==> config.mk <==
export PLATFORM = sky130hd
export DESIGN_NAME = tcw_addr_unit
export DESIGN_NICKNAME = d
export VERILOG_FILES = /design/src/hdl/tcw_addr_unit.sv
export SDC_FILE = /design/constraint.sdc
export NUM_CORES = 1
export LEC_CHECK = 0
export ABC_AREA = 1
export ABC_CLOCK_PERIOD_IN_PS = 3000
export BUFFER_PORTS_ARGS = -buffer_cell sky130_fd_sc_hd__buf_2
export CAP_MARGIN = 20
export CORE_AREA = 2 2 39 41
export DETAILED_ROUTE_END_ITERATION = 12
export DIE_AREA = 0 0 41 43
export PLACE_DENSITY = 0.79
export SLEW_MARGIN = 10
export SYNTH_ARGS = -nofsm -noshare
export SYNTH_HDL_FRONTEND = slang
export SYNTH_SLANG_ARGS = --single-unit
==> constraint.sdc <==
create_clock -name vclk -period 3
set_input_delay 0.6 -clock vclk [all_inputs]
set_output_delay 0.6 -clock vclk [all_outputs]
set_load 0.01 [all_outputs]
==> src/hdl/tcw_addr_unit.sv <==
`default_nettype none

// Shared address unit: row * COLUMNS + offset
module tcw_addr_unit
#(
    parameter int COLUMNS = 80,
    parameter int RW      = 5,
    parameter int AW      = 11
)
(
    input  wire logic [RW-1:0] row,
    input  wire logic [AW-1:0] offset,
    output logic      [AW-1:0] addr
);

    logic [AW-1:0] prod;

    assign prod = AW'(row) * AW'(COLUMNS);
    assign addr = prod + offset;

endmodule

`default_nettype wire
Yosys cells after proc, flatten, opt, wreduce, memory -nomap -nowiden

Index checks and enable logic that the tools add are counted.

$add $sub $neg: 1
Multiply operators: 1
Divide/modulo/power cells: 0
$lt $le $gt $ge: 0
Eq/ne operators: 0
Shift-type cells: 0
Muxes and demuxes: 0
Bitwise operators: 0
Reduce and logical (&&, ||, !) cells: 0

Operator list:

| operator            | count |
|---|---|
| $add 11x11->11      | 1 |
| $mul 5x3->7 const B | 1 |

Flip-flop bits (word level): 0
Latch bits: 0
Bits in writable memories: 0
Bits in read-only memories: 0
Input bits: 16
Output and inout port bits: 11
Logic and storage cells: 2
Memories: 0

Logic depth before layout (Yosys ltp)

Gate-level depths: netlist of the first run.

Depth in word-level cells: 2
Gate-level depth with buffers: 12
Depth with buffers taken out: 12

Worst setup path before layout of the first run

No wires, ideal clock.

Path type: input -> output
Start: in row[1]
End: out addr[10]
Data arrival time: 2.396 ns
Required time: 2.400 ns
Setup slack: 0.004 ns
Cell stages on the path: 12
Path buffers: 0
Path through: ha_1 ha_1 fa_1 xor2_1 ha_1 nand2_1 inv_1 nand2_1 nand2_1 nor2_1 nand3_1 nand2_1

Cells in the longest elaborated chain, start to end: 2

RTL lines:

| item            | line | RTL |
|---|---|---|
| start, declared | 11   | `input wire logic [RW-1:0] row,` |
| $mul 5x3->7     | 18   | `assign prod = AW'(row) * AW'(COLUMNS);` |
| $add 11x11->11  | 19   | `assign addr = prod + offset;` |
| end, declared   | 13   | `output logic [AW-1:0] addr` |

Every way passes these cells.

Worst setup path in the final report of the first run

Start: in row[3]
End: out addr[10]

The elaborated chain is that of the path after synthesis.

==> results_dict.tcl, run 1 <==
set metrics [dict create \
    final_critical_period_ns 3.08 \
    cap_violations 0 \
    detail_route.iter0.violations 10 \
    synth.top_cell.area_share_pct 32.3 \
    n_sequential_cell 0 \
    static-leakage-power_nw 0.393 \
    track_usage_pct 14.8 \
    ys_warn_count 0 \
    synth_cell_area_sq_um 465 \
    crit_chain "buf_8 -> ha_4 -> ha_4 -> fa_2 -> xor2_2 -> ha_4 -> nand2_4 -> inv_2 -> nand4_1 -> nand3_1 -> nand2_1 -> nand2_1 -> buf_2" \
    required_time_reported_for_the_critical_path_endpoint_ns 2.40 \
    vdd_ir_drop_max_mv 0.115 \
    synth_top_family_by_area "adder cells" \
    total_gr_overflow 0 \
    ant_nets 0 \
    final_common_cell "sky130_fd_sc_hd__buf_2" \
    grt_antenna_before_repair 0 \
    die-height_um 43 \
    cp-startpoint "row[3]" \
    detailedPlacementHpwl_um 904 \
    pre_cts_slack_ns -0.297 \
    yosys.area_share.simple_pct 27.7 \
    global_route.usage.met3_pct 0 \
    timing.critical_path.from_type "input port" \
    layout_cells_sized_above_1_pct 50.0 \
    area_growth_pct 57.0 \
    avgSynthCellArea_sq_um 6.95 \
    boundaryPins 27 \
    synth.distinct_cells 14 \
    mostFrequentLayoutCells "17 x sky130_fd_sc_hd__buf_2, 13 x sky130_fd_sc_hd__nand2_1, 8 x sky130_fd_sc_hd__inv_1, 8 x sky130_fd_sc_hd__buf_4, 7 x sky130_fd_sc_hd__nand3_1" \
    syn-num-nets 97 \
    synthAdderAreaFrac_pct 40.9 \
    detail_route.first_pass.iterations 4 \
    wl_per_cell_um 12.5 \
    synth_cells 67 \
    netlist.top_cell.by_area "sky130_fd_sc_hd__ha_1" \
    floorplan.initialDensity_pct 33.6 \
    globalRoute.busiestLayer "met2" \
    drc 0 \
    report.final.slew_viol_count 0 \
    crit_path_end_kind "primary output" \
    design.final.nets 122 \
    portBuffers 19 \
    row_count 14 \
    post_synth_main_area_contributors "sky130_fd_sc_hd__ha_1 32%, sky130_fd_sc_hd__nand2_1 13%, sky130_fd_sc_hd__fa_1 8.6%" \
    grt_pass1_wl_mm 1.90 \
    setup_tns_ns -0.110 \
    max_slew.worst_pin.slew_ns 0.246 \
    cpMaxStageDelayCell "sky130_fd_sc_hd__fa_2" \
    multiInputGateArea_sq_um 498 \
    synth_compound_gate_area_share_pct 5.65 \
    pwr_density_cell_nw_per_um2 319 \
    die_x_um 41 \
    worst_path_largest_cell_delay_ns 0.36 \
    criticalPathCategory "input port to primary output" \
    via_count 533 \
    maximum_number_of_pins_on_one_net_before_global_route_repair 7 \
    grt_pass1_vias 484 \
    min_path_type "input port to primary output" \
    wirelength_mm 1.32 \
    final_critical_path_setup_slack_ns -0.0798 \
    violations "negative setup slack" \
    worst_path_max_fanout 3 \
    critPathCapture "addr[10]" \
    timing.max_slew.rel_slack_pct 83.6 \
    min_period_over_period_pct 103 \
    fillers 137 \
    postCtsHoldBufs 0 \
    run_status "finished with violations" \
    cpMostUsedCell "sky130_fd_sc_hd__ha_4" \
    timing.final.setup_violations 2 \
    placeableCoreArea_sq_um 1380 \
    sequential_element_share_of_the_synthesized_area_pct 0 \
    synth-xor-area-share_pct 11.3 \
    use_met2_pct 29.4 \
    regArea_sq_um 0 \
    place.gp.congestion 0.732 \
    clock_buffer_count 0 \
    cp.arrival_ns 2.48 \
    diodes 0 \
    die_area_sq_um 1760 \
    achievable_frequency_mhz 325 \
    setup_repair_after_global_routing_missed_its_margin "yes" \
    via_per_inst 5.03 \
    timing_hold_violations_final 0 \
    globalRouteMet1Util_pct 17.1 \
    post_synth_mux_area_share_pct 0 \
]
==> power by group <==
group / switching, W / leakage [nW] / internal (W)
logic: 0.000120 / 0.393 / 0.000113
clock network: 0 / 0 / 0
registers: 0 / 0 / 0
total: 0.000120 / 0.393 / 0.000113
==> critical path: cells and delay by family <==
kind          cells  cell delay [ns]
fa+ha+maj         4             1.05
xor+xnor          1             0.17
simple gates      5             0.39
buf+inv           3             0.28
==> what timing repair did <==
| action | CTS | global route |
|---|---|---|
| pin swaps | 8 | 6 |
| gates resized for setup | 14 | 10 |
| setup endpoints to repair | 3 | 2 |
| buffers inserted | 1 | 1 |
==> routing by layer <==
layer | vias up | part of all wire, % | wire length (um)
li1 | 264 | - | -
met1 | 248 | 37 | 495
met2 | 21 | 55 | 732
met3 | 0 | 7.0 | 93
met4 | 0 | 0 | 0
met5 | - | 0 | 0
==> logic make-up after synthesis <==
group,Yosys count
AO/OA/AOI/OAI,4
XOR/XNOR,6
adder cells (fa/ha/maj),14
buffers and inverters,14
AND/OR/NAND/NOR,29
==> cell type report <==
type,count,share of cell area [%]
well taps,16,2.74
multi-input cells,53,68.2
repair buffers,27,24.0
inverters,10,5.14
==> per-stage QoR <==
stage / hold slack [ns] / power, W / utilization (%) / cells / instance area [sq um]
after floorplan: 1.29 / 0.000120 / - / 67 / 465
after global placement: 1.20 / 0.000174 / 43.0 / 104 / 596
after detailed placement: 1.20 / 0.000181 / 43.0 / 104 / 596
after CTS: 1.20 / 0.000205 / 49.3 / 105 / 682
after global routing: 1.20 / 0.000255 / 52.8 / 106 / 731
final: 1.20 / 0.000233 / 52.8 / 106 / 731
==> worst min path at each step <==
stage / startpoint / end / slack, ns / cells after the start
2_1_floorplan: offset[0] / addr[0] / 1.29 / 1
4_1_cts: offset[0] / addr[0] / 1.20 / 0
5_1_grt: offset[2] / addr[2] / 1.20 / 0
3_5_place_dp: offset[0] / addr[0] / 1.20 / 0
3_3_place_gp: offset[0] / addr[0] / 1.20 / 0
6_report: offset[2] / addr[2] / 1.20 / 0
==> synthesized netlist by cell type <==
cell type	count
sky130_fd_sc_hd__nor3_1	1
sky130_fd_sc_hd__o21bai_2	1
sky130_fd_sc_hd__nand2_1	16
sky130_fd_sc_hd__nand3_1	7
sky130_fd_sc_hd__buf_4	4
sky130_fd_sc_hd__inv_1	10
sky130_fd_sc_hd__ha_1	12
sky130_fd_sc_hd__nor2_1	1
sky130_fd_sc_hd__xor2_1	4
sky130_fd_sc_hd__nand2_2	1
sky130_fd_sc_hd__nand4_1	3
sky130_fd_sc_hd__a21oi_1	3
sky130_fd_sc_hd__xnor2_1	2
sky130_fd_sc_hd__fa_1	2
Power figures use the tool's default switching activity.
==> run 2: changes to the inputs <==
ABC_AREA = unset   (was 1)
PLACE_DENSITY = 0.76   (was 0.79)
TNS_END_PERCENT = 10   (was unset)
==> run 2 against run 1 <==
Effect of this change:
- the run still ends with negative setup slack left
- cell area decreased by 11%
- flip-flop and latch count unchanged
- core utilization fell by 6.1 points
- via count shrank 26%
==> results_dict.tcl, run 2 <==
set metrics [dict create \
    ant_nets 0 \
    required_time_reported_for_the_critical_path_endpoint_ns 2.40 \
    grt_pass1_vias 364 \
    placeableCoreArea_sq_um 1380 \
    clock_buffer_count 0 \
    grt_pass1_wl_mm 1.44 \
    min_path_type "input port to primary output" \
    achievable_frequency_mhz 327 \
    wl_per_cell_um 11.1 \
    top_layer "met4" \
    post_synth_main_area_contributors "sky130_fd_sc_hd__ha_1 35%, sky130_fd_sc_hd__xnor2_1 10%, sky130_fd_sc_hd__fa_1 9.3%" \
    final_critical_path_setup_slack_ns -0.0570 \
    pwr_density_cell_nw_per_um2 312 \
    report.final.slew_viol_count 0 \
    area_growth_pct 50.7 \
    synth-xor-area-share_pct 18.1 \
    detail_route.iter0.violations 1 \
    grt_antenna_before_repair 0 \
    timing.critical_path.from_type "input port" \
    hold_start "offset[0]" \
    track_usage_pct 11.5 \
    timing.final.setup_violations 1 \
    met3_wire_length_um 69 \
    synth_cell_area_sq_um 429 \
    netlist.top_cell.by_area "sky130_fd_sc_hd__ha_1" \
    worst_path_max_fanout 3 \
    drc 0 \
    p_clk_share_pct 0 \
    cp.arrival_ns 2.46 \
    report.power.total_w 0.000202 \
    sequential_element_share_of_the_synthesized_area_pct 0 \
    yosys.area_share.simple_pct 9.33 \
    worst_hold_path.num_cells 0 \
    timing.max_slew.rel_slack_pct 82.4 \
    synth.top_cell.area_share_pct 35.0 \
    avgSynthCellArea_sq_um 9.13 \
    synth.distinct_cells 19 \
    maximum_number_of_pins_on_one_net_before_global_route_repair 6 \
    internal_power_w 0.000107 \
    final_common_cell "sky130_fd_sc_hd__buf_2" \
    min_delay_worst_endpoint "addr[0]" \
    detail_route.first_pass.iterations 4 \
    power.share.sequential_pct 0 \
    place_inst 85 \
    synth_compound_gate_area_share_pct 16.9 \
    boundaryPins 27 \
    run_status "finished with violations" \
    crit_path_end_kind "primary output" \
    most_frequent_cell_after_synthesis "sky130_fd_sc_hd__ha_1" \
    synthAdderAreaFrac_pct 44.3 \
    wirelength_um 963 \
    netSwitchingPower_w 0.0000943 \
    vdd_ir_drop_max_mv 0.173 \
    floorplan.initialDensity_pct 31.0 \
    n_sequential_cell 0 \
    syn-num-nets 77 \
    criticalPathCategory "input port to primary output" \
    final_critical_period_ns 3.06 \
    wl_met1_um 367 \
    die_x_um 41 \
    portBuffers 19 \
    pre_cts_slack_ns -0.224 \
    p_comb_share_pct 100.0 \
    die_area_sq_um 1760 \
    static-leakage-power_nw 0.336 \
    synth_top_family_by_area "adder cells" \
    cap_violations 0 \
    mostFrequentLayoutCells "17 x sky130_fd_sc_hd__buf_2, 9 x sky130_fd_sc_hd__ha_1, 9 x sky130_fd_sc_hd__buf_4" \
    via_count 394 \
    total_gr_overflow 0 \
    ys_warn_count 0 \
    postCtsHoldBufs 0 \
    detailedPlacementHpwl_um 812 \
    design.final.nets 103 \
    power_switching_share_pct 46.8 \
    post_synth_mux_area_share_pct 0 \
    min_period_over_period_pct 102 \
    row_count 14 \
    timing_hold_violations_final 0 \
    die-height_um 43 \
    setup_repair_after_global_routing_missed_its_margin "yes" \
    violations "negative setup slack" \
    max_slew.worst_pin.slew_ns 0.262 \
    fillers 139 \
    synth_cells 47 \
    via_per_inst 4.53 \
    regArea_sq_um 0 \
    diodes 0 \
    dr_wl_met2_um 518 \
    layout_cells_sized_above_1_pct 60.6 \
    place.gp.congestion 0.799 \
    final-instance-count-excl-fill 87 \
    commonest_cells_in_the_netlist "12 x sky130_fd_sc_hd__ha_1, 5 x sky130_fd_sc_hd__inv_1, 5 x sky130_fd_sc_hd__xnor2_1" \
]
==> run 2: cell count changes after synthesis, sizes merged, moves of 2 or more <==
cell / previous run / this run
o211ai: 0 / 2
xnor2: 2 / 6
nand3: 7 / 0
inv: 10 / 5
nand4: 3 / 0
xor2: 4 / 2
o21ai: 0 / 2
nor2b: 0 / 2
nand2: 17 / 3
==> run 2: metrics by stage <==
| stage | hold WS [ns] | util, % | instance area (sq um) | setup TNS [ns] |
|---|---|---|---|---|
| finish | 1.20 | 46.7 | 647 | -0.0570 |
| global route | 1.20 | 46.7 | 647 | -0.159 |
| CTS | 1.20 | 46.7 | 647 | -0.121 |
| detailed placement | 1.20 | 41.5 | 574 | -0.374 |
| global placement | 1.20 | 41.5 | 574 | -0.295 |
| floorplan | 1.29 | - | 437 | 0 |
==> run 2: layout make-up <==
cell class                      instances  area (sq um)  area share (%)
Multi-Input combinational cell         38           429            66.3
Timing Repair Buffer                   28           179            27.7
Tap cell                               16          20.0            3.09
Inverter                                5          18.8            2.90
==> run 2: logic make-up (layout without fill, tap and decap cells) <==
kind of cell	Yosys count	in the layout
AO/OA/AOI/OAI	9	9
AND/OR/NAND/NOR	7	7
buffers and inverters	9	33
XOR/XNOR	8	8
adder cells (fa/ha/maj)	14	14
==> run 2: worst max-delay path by stage <==
stage,cells after the start,start,to
after CTS,10,row[3],addr[10]
after floorplan,8,row[1],addr[10]
after global placement,10,row[1],addr[10]
after global routing,10,row[3],addr[10]
final,10,row[3],addr[10]
after detailed placement,10,row[1],addr[10]
==> run 2: layer usage <==
| layer | vias to the layer above | global-route usage, % |
|---|---|---|
| li1 | 205 | - |
| met1 | 170 | 13.5 |
| met2 | 17 | 21.3 |
| met3 | 2 | 1.57 |
| met4 | 0 | 1.33 |
| met5 | - | 0 |
==> run 2: worst max-delay path, cell delays in order <==
cell and delay, ns:
sky130_fd_sc_hd__buf_8 0.10, sky130_fd_sc_hd__ha_4 0.23, sky130_fd_sc_hd__ha_4 0.16, sky130_fd_sc_hd__fa_2 0.35, sky130_fd_sc_hd__xor2_1 0.15, sky130_fd_sc_hd__ha_1 0.33
sky130_fd_sc_hd__o211ai_1 0.11, sky130_fd_sc_hd__o21ai_2 0.17, sky130_fd_sc_hd__xnor2_2 0.12, sky130_fd_sc_hd__buf_2 0.14
==> run 2: power by group through the flow <==
stage / Sequential (W) / Clock (W) / Combinational, W
6_report: 0 / 0 / 0.000202
5_1_grt: 0 / 0 / 0.000225
4_1_cts: 0 / 0 / 0.000204
3_5_place_dp: 0 / 0 / 0.000184
3_3_place_gp: 0 / 0 / 0.000182
2_1_floorplan: 0 / 0 / 0.000125
==> run 2: timing repair <==
item / CTS / global route
setup buffers: 2 / 0
setup endpoints to repair: 3 / 3
gates resized for setup: 11 / 0
pin swaps: 6 / 3
hold endpoints to repair: 0 / 0
